$ cat src/hw/rtl/kcal_pkg.sv
package kcal_pkg;

  // Lock modes, as reported on the mode field
  typedef enum logic [2:0] {
    MODE_IDLE   = 3'd0,
    MODE_COUNT  = 3'd1,
    MODE_ARMED  = 3'd2,
    MODE_VERIFY = 3'd3,
    MODE_NEW    = 3'd4
  } mode_e;

  // Per-item event codes
  typedef enum logic [2:0] {
    EV_NONE    = 3'd0,
    EV_DIGIT   = 3'd1,
    EV_CLEAR   = 3'd2,
    EV_ACCEPT  = 3'd3,
    EV_REJECT  = 3'd4,
    EV_ARMED   = 3'd5,
    EV_CHANGED = 3'd6,
    EV_START   = 3'd7
  } event_e;

  // Buzzer patterns
  typedef enum logic [2:0] {
    BZ_OFF   = 3'd0,
    BZ_ALARM = 3'd1,
    BZ_LOW   = 3'd2,
    BZ_MID   = 3'd3,
    BZ_HIGH  = 3'd4
  } buzzer_e;

  // Item opcodes
  typedef enum logic {
    OP_KEY  = 1'b0,
    OP_TICK = 1'b1
  } opcode_e;

  // Key codes that carry a meaning beyond the digits
  localparam logic [3:0] KeyMaxDigit = 4'd9;
  localparam logic [3:0] KeyA        = 4'd10;
  localparam logic [3:0] KeyB        = 4'd11;
  localparam logic [3:0] KeyStar     = 4'd14;
  localparam logic [3:0] KeyHash     = 4'd15;

  // Countdown length after reset, in ticks
  localparam logic [3:0] CountdownReset = 4'd9;

  // Factory code is 1, 2, 3, 4 (truncated for short code buffers)
  localparam int unsigned FactoryLen = 4;

  // One result item
  typedef struct packed {
    logic [2:0] mode;
    logic [2:0] event_res;
    logic [2:0] buzzer;
    logic [2:0] digits_entered;
    logic [3:0] ticks_left;
  } result_t;

endpackage

$ cat src/hw/rtl/kcal_if.sv
// Input item channel: one key press or one tick
interface kcal_in_if;
  logic       valid;
  logic       ready;
  logic       opcode;
  logic [3:0] key_code;

  modport source (output valid, output opcode, output key_code, input ready);
  modport sink   (input valid, input opcode, input key_code, output ready);
endinterface

// Result item channel
interface kcal_out_if;
  logic       valid;
  logic       ready;
  logic [2:0] mode;
  logic [2:0] event_res;
  logic [2:0] buzzer;
  logic [2:0] digits_entered;
  logic [3:0] ticks_left;

  modport source (output valid, output mode, output event_res, output buzzer,
                  output digits_entered, output ticks_left, input ready);
  modport sink   (input valid, input mode, input event_res, input buzzer,
                  input digits_entered, input ticks_left, output ready);
endinterface

// Configuration write channel: countdown length
interface kcal_cfg_if;
  logic       valid;
  logic       ready;
  logic [3:0] countdown_seconds;

  modport source (output valid, output countdown_seconds, input ready);
  modport sink   (input valid, input countdown_seconds, output ready);
endinterface

$ cat src/hw/rtl/kcal_core.sv
module kcal_core #(
  parameter int unsigned CODE_DIGITS = 4
) (
  input  logic              clk_i,
  input  logic              rst_ni,
  input  logic              cfg_we_i,
  input  logic [3:0]        cfg_countdown_i,
  input  logic              accept_i,
  input  logic              opcode_i,
  input  logic [3:0]        key_code_i,
  output kcal_pkg::result_t res_o
);

  localparam int unsigned CntW     = $clog2(CODE_DIGITS + 1);
  localparam int unsigned ResetLen =
    (CODE_DIGITS < kcal_pkg::FactoryLen) ? CODE_DIGITS : kcal_pkg::FactoryLen;

  kcal_pkg::mode_e mode_q, mode_d;
  logic [3:0]      countdown_cfg_q;
  logic [3:0]      left_q, left_d;
  logic [3:0]      entry_q [CODE_DIGITS];
  logic [3:0]      entry_d [CODE_DIGITS];
  logic [3:0]      code_q  [CODE_DIGITS];
  logic [3:0]      code_d  [CODE_DIGITS];
  logic [CntW-1:0] count_q, count_d;
  logic [CntW-1:0] len_q, len_d;

  kcal_pkg::event_e  ev;
  kcal_pkg::buzzer_e bz, beep;
  logic              clear_entry;
  logic              match;
  logic              buf_full;

  assign buf_full = (count_q >= CntW'(CODE_DIGITS));

  // Entry matches the stored code: same length, same digits up to that length
  always_comb begin
    match = (count_q == len_q);
    for (int i = 0; i < CODE_DIGITS; i++) begin
      if ((CntW'(i) < len_q) && (entry_q[i] != code_q[i])) begin
        match = 1'b0;
      end
    end
  end

  // Next state and result for the item at the input
  always_comb begin
    mode_d      = mode_q;
    left_d      = left_q;
    count_d     = count_q;
    len_d       = len_q;
    entry_d     = entry_q;
    code_d      = code_q;
    ev          = kcal_pkg::EV_NONE;
    bz          = kcal_pkg::BZ_OFF;
    clear_entry = 1'b0;
    beep        = (mode_q == kcal_pkg::MODE_ARMED) ? kcal_pkg::BZ_OFF : kcal_pkg::BZ_HIGH;

    if (opcode_i == kcal_pkg::OP_TICK) begin
      if (mode_q == kcal_pkg::MODE_COUNT) begin
        if (left_q <= 4'd1) begin
          left_d      = '0;
          mode_d      = kcal_pkg::MODE_ARMED;
          clear_entry = 1'b1;
          ev          = kcal_pkg::EV_ARMED;
        end else begin
          left_d = left_q - 4'd1;
          bz     = kcal_pkg::BZ_LOW;
        end
      end
    end else begin
      unique case (mode_q) inside
        kcal_pkg::MODE_IDLE: begin
          if (key_code_i == kcal_pkg::KeyA) begin
            mode_d = kcal_pkg::MODE_COUNT;
            left_d = countdown_cfg_q;
            ev     = kcal_pkg::EV_START;
            bz     = kcal_pkg::BZ_MID;
          end else if (key_code_i == kcal_pkg::KeyB) begin
            mode_d      = kcal_pkg::MODE_VERIFY;
            clear_entry = 1'b1;
            bz          = kcal_pkg::BZ_HIGH;
          end
        end
        kcal_pkg::MODE_ARMED, kcal_pkg::MODE_VERIFY, kcal_pkg::MODE_NEW: begin
          if (key_code_i <= kcal_pkg::KeyMaxDigit) begin
            bz = beep;
            if (buf_full) begin
              clear_entry = 1'b1;
              ev          = kcal_pkg::EV_CLEAR;
            end else begin
              for (int i = 0; i < CODE_DIGITS; i++) begin
                if (CntW'(i) == count_q) begin
                  entry_d[i] = key_code_i;
                end
              end
              count_d = count_q + CntW'(1);
              ev      = kcal_pkg::EV_DIGIT;
            end
          end else if (key_code_i == kcal_pkg::KeyHash) begin
            clear_entry = 1'b1;
            ev          = kcal_pkg::EV_CLEAR;
          end else if (key_code_i == kcal_pkg::KeyStar) begin
            if (mode_q == kcal_pkg::MODE_NEW) begin
              code_d = entry_q;
              len_d  = count_q;
              mode_d = kcal_pkg::MODE_IDLE;
              ev     = kcal_pkg::EV_CHANGED;
              bz     = kcal_pkg::BZ_HIGH;
            end else if (match) begin
              mode_d = (mode_q == kcal_pkg::MODE_ARMED) ? kcal_pkg::MODE_IDLE
                                                        : kcal_pkg::MODE_NEW;
              ev     = kcal_pkg::EV_ACCEPT;
            end else begin
              ev = kcal_pkg::EV_REJECT;
            end
            clear_entry = 1'b1;
          end
        end
        default: begin
          // countdown ignores keys
        end
      endcase
    end

    if (clear_entry) begin
      for (int i = 0; i < CODE_DIGITS; i++) begin
        entry_d[i] = '0;
      end
      count_d = '0;
    end

    // Alarm sounds in every result while armed
    if (mode_d == kcal_pkg::MODE_ARMED) begin
      bz = kcal_pkg::BZ_ALARM;
    end
  end

  // Result for the item being accepted
  always_comb begin
    res_o.mode           = mode_d;
    res_o.event_res      = ev;
    res_o.buzzer         = bz;
    res_o.digits_entered = 3'(count_d);
    res_o.ticks_left     = (mode_d == kcal_pkg::MODE_COUNT) ? left_d : 4'd0;
  end

  // Configuration register
  always_ff @(posedge clk_i or negedge rst_ni) begin
    if (!rst_ni) begin
      countdown_cfg_q <= kcal_pkg::CountdownReset;
    end else if (cfg_we_i) begin
      countdown_cfg_q <= cfg_countdown_i;
    end
  end

  // Lock state, updated once per accepted item
  always_ff @(posedge clk_i or negedge rst_ni) begin
    if (!rst_ni) begin
      mode_q  <= kcal_pkg::MODE_IDLE;
      left_q  <= '0;
      count_q <= '0;
      len_q   <= CntW'(ResetLen);
      for (int i = 0; i < CODE_DIGITS; i++) begin
        entry_q[i] <= '0;
        code_q[i]  <= (i < kcal_pkg::FactoryLen) ? 4'(i + 1) : 4'd0;
      end
    end else if (accept_i) begin
      mode_q  <= mode_d;
      left_q  <= left_d;
      count_q <= count_d;
      len_q   <= len_d;
      entry_q <= entry_d;
      code_q  <= code_d;
    end
  end

endmodule

$ cat src/hw/rtl/kcal_outbuf.sv
module kcal_outbuf (
  input  logic              clk_i,
  input  logic              rst_ni,
  input  logic              push_i,
  input  kcal_pkg::result_t res_i,
  output logic              ready_o,
  output logic              valid_o,
  input  logic              pop_ready_i,
  output kcal_pkg::result_t res_o
);

  kcal_pkg::result_t main_q, skid_q;
  logic              main_valid_q, skid_valid_q;
  logic              pop;

  assign ready_o = !skid_valid_q;
  assign valid_o = main_valid_q;
  assign res_o   = main_q;
  assign pop     = main_valid_q && pop_ready_i;

  // Valid flags: two-entry queue, head in main, overflow in skid
  always_ff @(posedge clk_i or negedge rst_ni) begin
    if (!rst_ni) begin
      main_valid_q <= 1'b0;
      skid_valid_q <= 1'b0;
    end else if (pop) begin
      if (skid_valid_q) begin
        skid_valid_q <= 1'b0;
      end else begin
        main_valid_q <= push_i;
      end
    end else if (push_i) begin
      if (main_valid_q) begin
        skid_valid_q <= 1'b1;
      end else begin
        main_valid_q <= 1'b1;
      end
    end
  end

  // Payload
  always_ff @(posedge clk_i) begin
    if (pop) begin
      if (skid_valid_q) begin
        main_q <= skid_q;
      end else if (push_i) begin
        main_q <= res_i;
      end
    end else if (push_i) begin
      if (main_valid_q) begin
        skid_q <= res_i;
      end else begin
        main_q <= res_i;
      end
    end
  end

endmodule

$ cat src/hw/rtl/keypad_code_alarm_lock_top.sv
// Keypad code lock with arming countdown. Each input item is a key press or a
// one-second tick and yields exactly one result item (mode, event, buzzer,
// digit count, ticks left). One item is accepted per clock while input ready
// is high; its result appears on the output in the cycle after acceptance
// when no earlier result waits ahead of it, from a two-entry output buffer,
// so input ready only drops when two results wait unread. The countdown
// length register may be written at any time the block is idle; its ready is
// always high. CODE_DIGITS sets the size of the entry and code buffers.
module keypad_code_alarm_lock_top #(
  parameter int unsigned CODE_DIGITS = 4
) (
  input  logic       clk_i,
  input  logic       rst_ni,
  kcal_cfg_if.sink   cfg_i,
  kcal_in_if.sink    in_i,
  kcal_out_if.source out_o
);

  kcal_pkg::result_t res_d, res_q;
  logic              accept;
  logic              in_ready;

  assign cfg_i.ready = 1'b1;
  assign in_i.ready  = in_ready;
  assign accept      = in_i.valid && in_ready;

  // Lock state and per-item decode
  kcal_core #(
    .CODE_DIGITS (CODE_DIGITS)
  ) u_core (
    .clk_i           (clk_i),
    .rst_ni          (rst_ni),
    .cfg_we_i        (cfg_i.valid),
    .cfg_countdown_i (cfg_i.countdown_seconds),
    .accept_i        (accept),
    .opcode_i        (in_i.opcode),
    .key_code_i      (in_i.key_code),
    .res_o           (res_d)
  );

  // Result register with skid entry
  kcal_outbuf u_outbuf (
    .clk_i       (clk_i),
    .rst_ni      (rst_ni),
    .push_i      (accept),
    .res_i       (res_d),
    .ready_o     (in_ready),
    .valid_o     (out_o.valid),
    .pop_ready_i (out_o.ready),
    .res_o       (res_q)
  );

  assign out_o.mode           = res_q.mode;
  assign out_o.event_res      = res_q.event_res;
  assign out_o.buzzer         = res_q.buzzer;
  assign out_o.digits_entered = res_q.digits_entered;
  assign out_o.ticks_left     = res_q.ticks_left;

endmodule

$ cat src/flat_wrapper.sv
// flat-port wrapper written by rule: the top's interface ports become plain ports
module keypad_code_alarm_lock_top_flat 
#(
  parameter int unsigned CODE_DIGITS = 4
)
  (clk_i, rst_ni, cfg_i_valid, cfg_i_countdown_seconds, cfg_i_ready, in_i_valid, in_i_opcode, in_i_key_code, in_i_ready, out_o_valid, out_o_mode, out_o_event_res, out_o_buzzer, out_o_digits_entered, out_o_ticks_left, out_o_ready);
  kcal_cfg_if cfg_i_i ();
  kcal_in_if in_i_i ();
  kcal_out_if out_o_i ();
  input  logic clk_i;
  input  logic rst_ni;
  input wire logic [$bits(cfg_i_i.valid)-1:0] cfg_i_valid;
  input wire logic [$bits(cfg_i_i.countdown_seconds)-1:0] cfg_i_countdown_seconds;
  output wire logic [$bits(cfg_i_i.ready)-1:0] cfg_i_ready;
  input wire logic [$bits(in_i_i.valid)-1:0] in_i_valid;
  input wire logic [$bits(in_i_i.opcode)-1:0] in_i_opcode;
  input wire logic [$bits(in_i_i.key_code)-1:0] in_i_key_code;
  output wire logic [$bits(in_i_i.ready)-1:0] in_i_ready;
  output wire logic [$bits(out_o_i.valid)-1:0] out_o_valid;
  output wire logic [$bits(out_o_i.mode)-1:0] out_o_mode;
  output wire logic [$bits(out_o_i.event_res)-1:0] out_o_event_res;
  output wire logic [$bits(out_o_i.buzzer)-1:0] out_o_buzzer;
  output wire logic [$bits(out_o_i.digits_entered)-1:0] out_o_digits_entered;
  output wire logic [$bits(out_o_i.ticks_left)-1:0] out_o_ticks_left;
  input wire logic [$bits(out_o_i.ready)-1:0] out_o_ready;
  assign cfg_i_i.valid = cfg_i_valid;
  assign cfg_i_i.countdown_seconds = cfg_i_countdown_seconds;
  assign cfg_i_ready = cfg_i_i.ready;
  assign in_i_i.valid = in_i_valid;
  assign in_i_i.opcode = in_i_opcode;
  assign in_i_i.key_code = in_i_key_code;
  assign in_i_ready = in_i_i.ready;
  assign out_o_valid = out_o_i.valid;
  assign out_o_mode = out_o_i.mode;
  assign out_o_event_res = out_o_i.event_res;
  assign out_o_buzzer = out_o_i.buzzer;
  assign out_o_digits_entered = out_o_i.digits_entered;
  assign out_o_ticks_left = out_o_i.ticks_left;
  assign out_o_i.ready = out_o_ready;
  keypad_code_alarm_lock_top #(.CODE_DIGITS(CODE_DIGITS)) u_core (.clk_i(clk_i), .rst_ni(rst_ni), .cfg_i(cfg_i_i), .in_i(in_i_i), .out_o(out_o_i));
endmodule
$ cat config.mk
export PLATFORM = sky130hd
export DESIGN_NAME = keypad_code_alarm_lock_top_flat
export DESIGN_NICKNAME = d
export VERILOG_FILES = /design/src/hw/rtl/kcal_pkg.sv /design/src/hw/rtl/kcal_if.sv /design/src/hw/rtl/kcal_core.sv /design/src/hw/rtl/kcal_outbuf.sv /design/src/hw/rtl/keypad_code_alarm_lock_top.sv /design/src/flat_wrapper.sv
export SDC_FILE = /design/constraint.sdc
export NUM_CORES = 1
export LEC_CHECK = 0
export BUFFER_PORTS_ARGS = -buffer_cell sky130_fd_sc_hd__buf_2
export CAP_MARGIN = 20
export CORE_UTILIZATION = 35
export DETAILED_ROUTE_END_ITERATION = 6
export SETUP_SLACK_MARGIN = 0.3
export SLEW_MARGIN = 0
export SYNTH_ARGS = -nofsm -noshare
export SYNTH_HDL_FRONTEND = slang
export SYNTH_SLANG_ARGS = --single-unit
$ cat constraint.sdc
create_clock -name clk_i -period 5.79 [get_ports clk_i]
set_clock_uncertainty 0.15 [all_clocks]
set_input_delay 1.4475 -clock clk_i [delete_from_list [all_inputs] [get_ports clk_i]]
set_output_delay 1.4475 -clock clk_i [all_outputs]
set_load 0.01 [all_outputs]
# Yosys cells after proc, flatten, opt, wreduce, memory -nomap -nowiden
# Cells that the tools add are included.
# word_totals
inputBits,14
output_inout_bits,19
register_bits,83
# op_classes
reduce_logical,28
bitwise,4
add_sub_neg,2
eq_ne,22
order_cmp,7
mux,79
# op_table
operator,n
$mux W16,10
$mux W3,33
$mux W4,10
$reduce_and A6 Y1,4
$mux W1,19
$pmux W3 S2,3
$reduce_bool A2 Y1,9
$eq A4 B4 Y1 const B,4
$ne A4 B4 Y1,4
$eq A3 B2 Y1 const B,3
$reduce_and A7 Y1,1
$eq A2 B3 Y1 const A,2
$eq A3 B1 Y1 const B,2
$logic_and A1 B1 Y1,6
$logic_not A3 Y1,2
$lt A1 B3 Y1 const A,2
$lt A2 B3 Y1 const A,2
$mux W2,3
$reduce_and A3 Y1,2
$le A4 B1 Y1 const B,1
$le A4 B4 Y1 const B,1
$ne A2 B1 Y1 const B,2
$ne A2 B2 Y1 const B,2
$not A1 Y1,4
10 further kinds,11

# Depth between registers and ports, before layout
# depth
depth_word,18
depth_mapped,10

# Hierarchy
# A second synthesis with hierarchy kept.
# unflattened
cells_unflattened,353
hier_area_um2,4240.3
# modules_own_cells
module,cells_each,area_per_inst_um2,seq_area_each_um2,instances
kcal_core,288,2910.3,1236.2,1
kcal_outbuf,62,1312.5,1011.0,1
keypad_code_alarm_lock_top,3,17.5,0.0,1

# Worst setup path before layout
# No wires, ideal clock.
# synth_path
path_type,input to register
startpoint,in in_i_key_code[0]
endpoint,"reg u_core.u_outbuf.main_q, in the netlist u_core.u_outbuf.res_o[7] (data pin)"
t_arrival_ps,2869
path_buffers,1
stages,7
slack_ps,2502
setup_ps,269
required_time_ps,5371
cell_sequence,buf_2 -> and4b_2 -> nand2b_4 -> nor4b_1 -> a31oi_4 -> or3b_1 -> a31oi_1
# synth_between
elab_chain_len,11
word_cells_on_any_way,25
# synth_lines
item,line,text
from (decl),flat_wrapper.sv:17,input wire logic [$bits(in_i_i.key_code)-1:0] in_i_key_code;
$eq A4 B4 Y1,kcal_core.sv:103,end else if (key_code_i == kcal_pkg::KeyStar) begin
$mux W3,kcal_core.sv:103,
$mux W3,kcal_core.sv:100,end else if (key_code_i == kcal_pkg::KeyHash) begin
$mux W3,kcal_core.sv:86,if (key_code_i <= kcal_pkg::KeyMaxDigit) begin
$pmux W3 S2,kcal_core.sv:72,unique case (mode_q) inside
$mux W3,kcal_core.sv:59,if (opcode_i == kcal_pkg::OP_TICK) begin
$eq A3 B2 Y1,kcal_core.sv:134,if (mode_d == kcal_pkg::MODE_ARMED) begin
$mux W3 *,kcal_core.sv:134,
"$mux W16, on equally long branches","kcal_outbuf.sv:50, kcal_outbuf.sv:46",
"$mux W16, on equally long branches","kcal_outbuf.sv:49, kcal_outbuf.sv:44",
$mux W16 *,kcal_outbuf.sv:43,if (pop) begin
to (signal assigned),kcal_outbuf.sv:45,main_q <= skid_q;
to (signal assigned),kcal_outbuf.sv:47,main_q <= res_i;
to (signal assigned),kcal_outbuf.sv:53,main_q <= res_i;
to (decl),kcal_outbuf.sv:12,"kcal_pkg::result_t main_q, skid_q;"
# Mark *: on every way between the ends. The rest lies on a longest branch, timed or not. The select of a mux whose other input is x is not followed.
# A chain may end at the register's enable or synchronous reset.

# Worst setup path in the final report
# layout_path
startpoint,in in_i_key_code[1]
endpoint,reg u_core.u_core.entry_q[5] (netlist bit)
# layout_between
elab_chain_len,8
word_cells_on_any_way,24
# layout_lines
item,line,text
$eq A4 B4 Y1,kcal_core.sv:103,
$mux W1,kcal_core.sv:103,
$mux W1,kcal_core.sv:100,
$mux W1,kcal_core.sv:86,
$pmux W1 S2,kcal_core.sv:72,
$mux W1,kcal_core.sv:59,
"$ne A2 B2 Y1 (no line), or another cell as far along",--,
$reduce_and A6 Y1 (no line),--,
to (signal assigned),kcal_core.sv:173,entry_q <= entry_d;
to (decl),kcal_core.sv:21,logic [3:0] entry_q [CODE_DIGITS];
# Several ways; a longest one is shown, not always the timed one. The select of a mux whose other input is x is not followed.

==> run_results.csv <==
group,metric,value,unit
cells_and_area,finalNetCount,402,
critical_path,crit_path_end_kind,"register",
die,die_h,110.6,µm
global_routing,grt.total_usage,14.22,%
critical_path,crit_chain,"buf_2, o21ai_1, nand2_1, a22oi_1, a21oi_1, o21ai_1, nor2b_1, buf_4, a32o_1",
power_and_ir_drop,peakVddDrop,0.0003151,V
cells_and_area,synthesis_to_layout_area_growth,14.35,%
cts,clk-insertion-delay-late,0.33,ns
logic_synthesis,synth_fp_nets,376,
logic_synthesis,ys_async_sr_fraction,61.45,%
sta,timing.max_slew.rel_slack,39.05,%
route,initialDrtViolationCount,190,
logic_synthesis,synth_edf_count,32,
die,fp-row-count,39,
critical_path,critPathSlowestCell,"sky130_fd_sc_hd__o21ai_1",
die,ioPinCount,33,
logic_synthesis,ys_seq_area_share,54.49,%
sta,finalWorstPathRequiredPeriod,3.738,ns
critical_path,path_max_fanout,12,
min_path,timing.hold.worst.class,"reg -> reg",
global_routing,grt_start_max_net_pins,52,
critical_path,regToRegEndpoint,"u_core.u_core.entry_q[5]",
route,remaining_number_of_nets_flagged_by_the_antenna_check_after_routing,0,
logic_synthesis,yosysUniqueCellTypes,63,
sta,setup_viol,0,
min_path,worst_hold_path_endpoint,"u_core.u_core.code_q[10]",
logic_synthesis,ys.warnings.count,0,
die,design.die.area,12220,µm²
critical_path,cp.buffers_inverters,2,
sta,worst_margin_slew,0.9112,ns
cts,post_cts_resized,0,
sta,timing.setup.tns,0,ns
global_routing,antenna_violations_before_repair,0,
logic_synthesis,syn_avg_cell_area,11.62,µm²
critical_path,reg2regPathDepth,8,
die,initial_utilization,35.96,%
power_and_ir_drop,cellPowerDensity,434.6,nW/µm²
critical_path,cpMostUsedCell,"sky130_fd_sc_hd__o21ai_1",
place,dp_hpwl,5784,µm
cts,cts_tree,"built",
sta,grt_setup_unrepaired,"no",
global_routing,number_of_global_route_vias_before_repair,2755,
route,drt_drc_violations_left,0,
route,avgRoutedWirePerCell,15.19,µm
sta,hold_violations,0,
critical_path,path_delay_family,"compound AO/OA/AOI/OAI gates",
cells_and_area,final_core_utilization,41.12,%
place,io_buf_count,31,
sta,slew_viol_final,0,
critical_path,slowest_delay,0.64,ns
route,vias_per_cell,5.388,
sta,post-route-period-util,64.55,%
logic_synthesis,syn_inst,355,
critical_path,worstSetupStartpointType,"primary input",
cts,path_clk_slew,0.05,ns
route,finalWirelength,8036,µm
critical_path,worstSetupPathType,"in -> reg",
place,place.gp.congestion,0.8491,
critical_path,crit_start,"in_i_key_code[1]",
cts,post_cts_hold_buffer_count,0,
critical_path,timing.rr.start,"u_core.u_core.mode_q[1]",
route,via_count,2850,
cts,clk_path_buf_depth,2,
cts,cts_made_buffers,9,
logic_synthesis,synthesis.area,4124,µm²
die,floorplan.core_area,11470,µm²
cells_and_area,final_layout_size_suffix_gt1_share,19.95,%
logic_synthesis,synth_ff_type,"sky130_fd_sc_hd__dfrtp_1",
global_routing,grt_first_pass_wirelength,13890,µm
critical_path,cp.arrival,3.81,ns
cts,cts_num_sinks,83,
min_path,min-delay-start,"u_core.u_core.code_q[10]",
cells_and_area,antenna_cells,0,
cts,clk_root_buffer_cell,"sky130_fd_sc_hd__clkbuf_16",
logic_synthesis,yosys_register_bits,83,
die,die_width,110.6,µm
run,max_cap_viol_count,0,
cts,htree_num_levels,3,
global_routing,overflow,0,
sta,max_clock_freq,0.2675,GHz
power_and_ir_drop,power.static_leakage,1.932,nW
cts,post-cts-setup-buffer-count,0,
critical_path,timing.critical_path.required,5.86,ns
route,drt_pass1_iterations,5,
power_and_ir_drop,power.total,2.049,mW
outcome,status,"complete, no violations",
critical_path,r2r_slack,2.80,ns
min_path,hold_path_depth,1,
## kinds of logic (layout without fill, tap and decap cells)
kind of cell / after synthesis / count (layout) / synth area share, %
other: 1 / 1 / 0.09093
and+or+nand+nor: 107 / 107 / 13.87
DFF: 83 / 83 / 54.49
buffers and inverters: 31 / 62 / 3.489
xor gates and xnor gates: 18 / 18 / 3.823
adders and majority gates: 7 / 7 / 2.124
muxes: 27 / 27 / 7.342
AOI/OAI and AO/OA: 81 / 81 / 14.78
## cells in the mapped netlist, types with 3 or more instances
| cell | number | share of area (%) |
|---|---|---|
| sky130_fd_sc_hd__nand4_1 | 4 | 0.61 |
| sky130_fd_sc_hd__ha_1 | 7 | 2.1 |
| sky130_fd_sc_hd__dfstp_2 | 8 | 5.1 |
| sky130_fd_sc_hd__nor2_1 | 18 | 1.6 |
| sky130_fd_sc_hd__edfxtp_1 | 32 | 23 |
| sky130_fd_sc_hd__o21ai_1 | 19 | 2.3 |
| sky130_fd_sc_hd__a31oi_1 | 5 | 0.76 |
| sky130_fd_sc_hd__buf_2 | 10 | 1.2 |
| sky130_fd_sc_hd__nand2b_1 | 5 | 0.76 |
| sky130_fd_sc_hd__mux2_2 | 7 | 1.9 |
| sky130_fd_sc_hd__nor3_1 | 6 | 0.73 |
| sky130_fd_sc_hd__clkbuf_1 | 5 | 0.46 |
| sky130_fd_sc_hd__dfrtp_1 | 43 | 26 |
| sky130_fd_sc_hd__mux2_1 | 19 | 5.2 |
| sky130_fd_sc_hd__o21ai_0 | 5 | 0.61 |
| sky130_fd_sc_hd__inv_1 | 12 | 1.1 |
| sky130_fd_sc_hd__o31ai_1 | 5 | 0.91 |
| sky130_fd_sc_hd__a32o_1 | 16 | 3.9 |
| sky130_fd_sc_hd__and2_1 | 6 | 0.91 |
| sky130_fd_sc_hd__xnor2_1 | 17 | 3.6 |
| sky130_fd_sc_hd__a21oi_1 | 11 | 1.3 |
| sky130_fd_sc_hd__and3_1 | 3 | 0.46 |
| sky130_fd_sc_hd__nor2b_1 | 3 | 0.46 |
| sky130_fd_sc_hd__nand3_1 | 8 | 0.97 |
| sky130_fd_sc_hd__nand2_1 | 35 | 3.2 |
## metal layers
metal,vias up,GRT usage (%),part of all wire [%]
li1,1366,-,-
met1,1387,19.28,46
met2,85,22.24,47
met3,12,3.897,5.5
met4,0,4.089,1.5
met5,-,0,0
## cell type report
class / instances / area (µm²)
fill: 1076 / 6751
sequential: 83 / 2247
multi-input combinational: 241 / 1733
clock buffer: 10 / 229.0
tap: 143 / 178.9
timing repair buffer: 34 / 177.7
clock inverter: 6 / 105.1
inverter: 12 / 45.04
## through the flow
step,setup WS (ns),std cells,instance area (µm²),hold WS [ns]
finish,2.052,529,4716,0.3576
detailed placement,1.747,512,4374,0.3478
CTS,2.073,528,4708,0.3642
floorplan,2.502,355,4124,0.3298
global route,1.765,529,4716,0.3764
global placement,1.899,512,4374,0.3400
## flip-flops by register name, summed over array words and instances, names as in the netlist
signal                         flops
u_core.u_core.len_q                3
u_core.u_core.entry_q             16
u_core.u_core.count_q              3
u_core.u_core.code_q              16
u_core.u_core.countdown_cfg_q      4
u_core.u_outbuf.valid_o            1
u_core.u_core.left_q               4
u_core.u_outbuf.res_o             16
u_core.u_outbuf.skid_valid_q       1
u_core.u_core.mode_q               3
u_core.u_outbuf.skid_q            16
## how the worst max path moves through the flow
stage | slack [ns] | depth (start not counted) | to
floorplan | 2.50 | 7 | u_core.u_outbuf.res_o[7]
global placement | 1.90 | 8 | u_core.u_core.entry_q[12]
detailed placement | 1.75 | 5 | u_core.u_core.entry_q[11]
CTS | 2.07 | 8 | u_core.u_core.entry_q[15]
global route | 1.76 | 9 | u_core.u_core.entry_q[11]
finish | 2.05 | 9 | u_core.u_core.entry_q[5]
## layout by cell type (no fill, tap or decap), types with 3 or more instances in the layout
cell type / netlist / layout
sky130_fd_sc_hd__a31oi_1: 5 / 5
sky130_fd_sc_hd__o31ai_1: 5 / 5
sky130_fd_sc_hd__nand3_1: 8 / 8
sky130_fd_sc_hd__and3_1: 3 / 3
sky130_fd_sc_hd__clkbuf_16: 0 / 9
sky130_fd_sc_hd__xnor2_1: 17 / 17
sky130_fd_sc_hd__o21ai_1: 19 / 19
sky130_fd_sc_hd__nor3_1: 6 / 6
sky130_fd_sc_hd__dfrtp_1: 43 / 43
sky130_fd_sc_hd__buf_4: 2 / 3
sky130_fd_sc_hd__nor2b_1: 3 / 3
sky130_fd_sc_hd__clkinv_2: 0 / 3
sky130_fd_sc_hd__and2_1: 6 / 6
sky130_fd_sc_hd__bufinv_16: 0 / 3
sky130_fd_sc_hd__a21oi_1: 11 / 11
sky130_fd_sc_hd__nand2b_1: 5 / 5
sky130_fd_sc_hd__nand4_1: 4 / 4
sky130_fd_sc_hd__edfxtp_1: 32 / 32
sky130_fd_sc_hd__buf_2: 10 / 31
sky130_fd_sc_hd__inv_1: 12 / 12
sky130_fd_sc_hd__mux2_1: 19 / 19
sky130_fd_sc_hd__mux2_2: 7 / 7
sky130_fd_sc_hd__nor2_1: 18 / 18
sky130_fd_sc_hd__nand2_1: 35 / 35
sky130_fd_sc_hd__ha_1: 7 / 7
sky130_fd_sc_hd__o21ai_0: 5 / 5
sky130_fd_sc_hd__a32o_1: 16 / 16
sky130_fd_sc_hd__dfstp_2: 8 / 8
## where the power goes
group	switching, mW	internal [mW]	leakage, nW
logic	0.336	0.215	0.793
clock network	0.215	0.419	0.166
registers	0.0969	0.768	0.974
## worst reg2reg max path, delay by kind of cell, from the launching register on
family	cells	cell delay, ns
DFF	1	0.52
and+or+nand+nor	3	0.71
buffers and inverters	1	0.26
AOI/OAI and AO/OA	4	1.25
No activity file was read; power rests on OpenSTA's default activity.
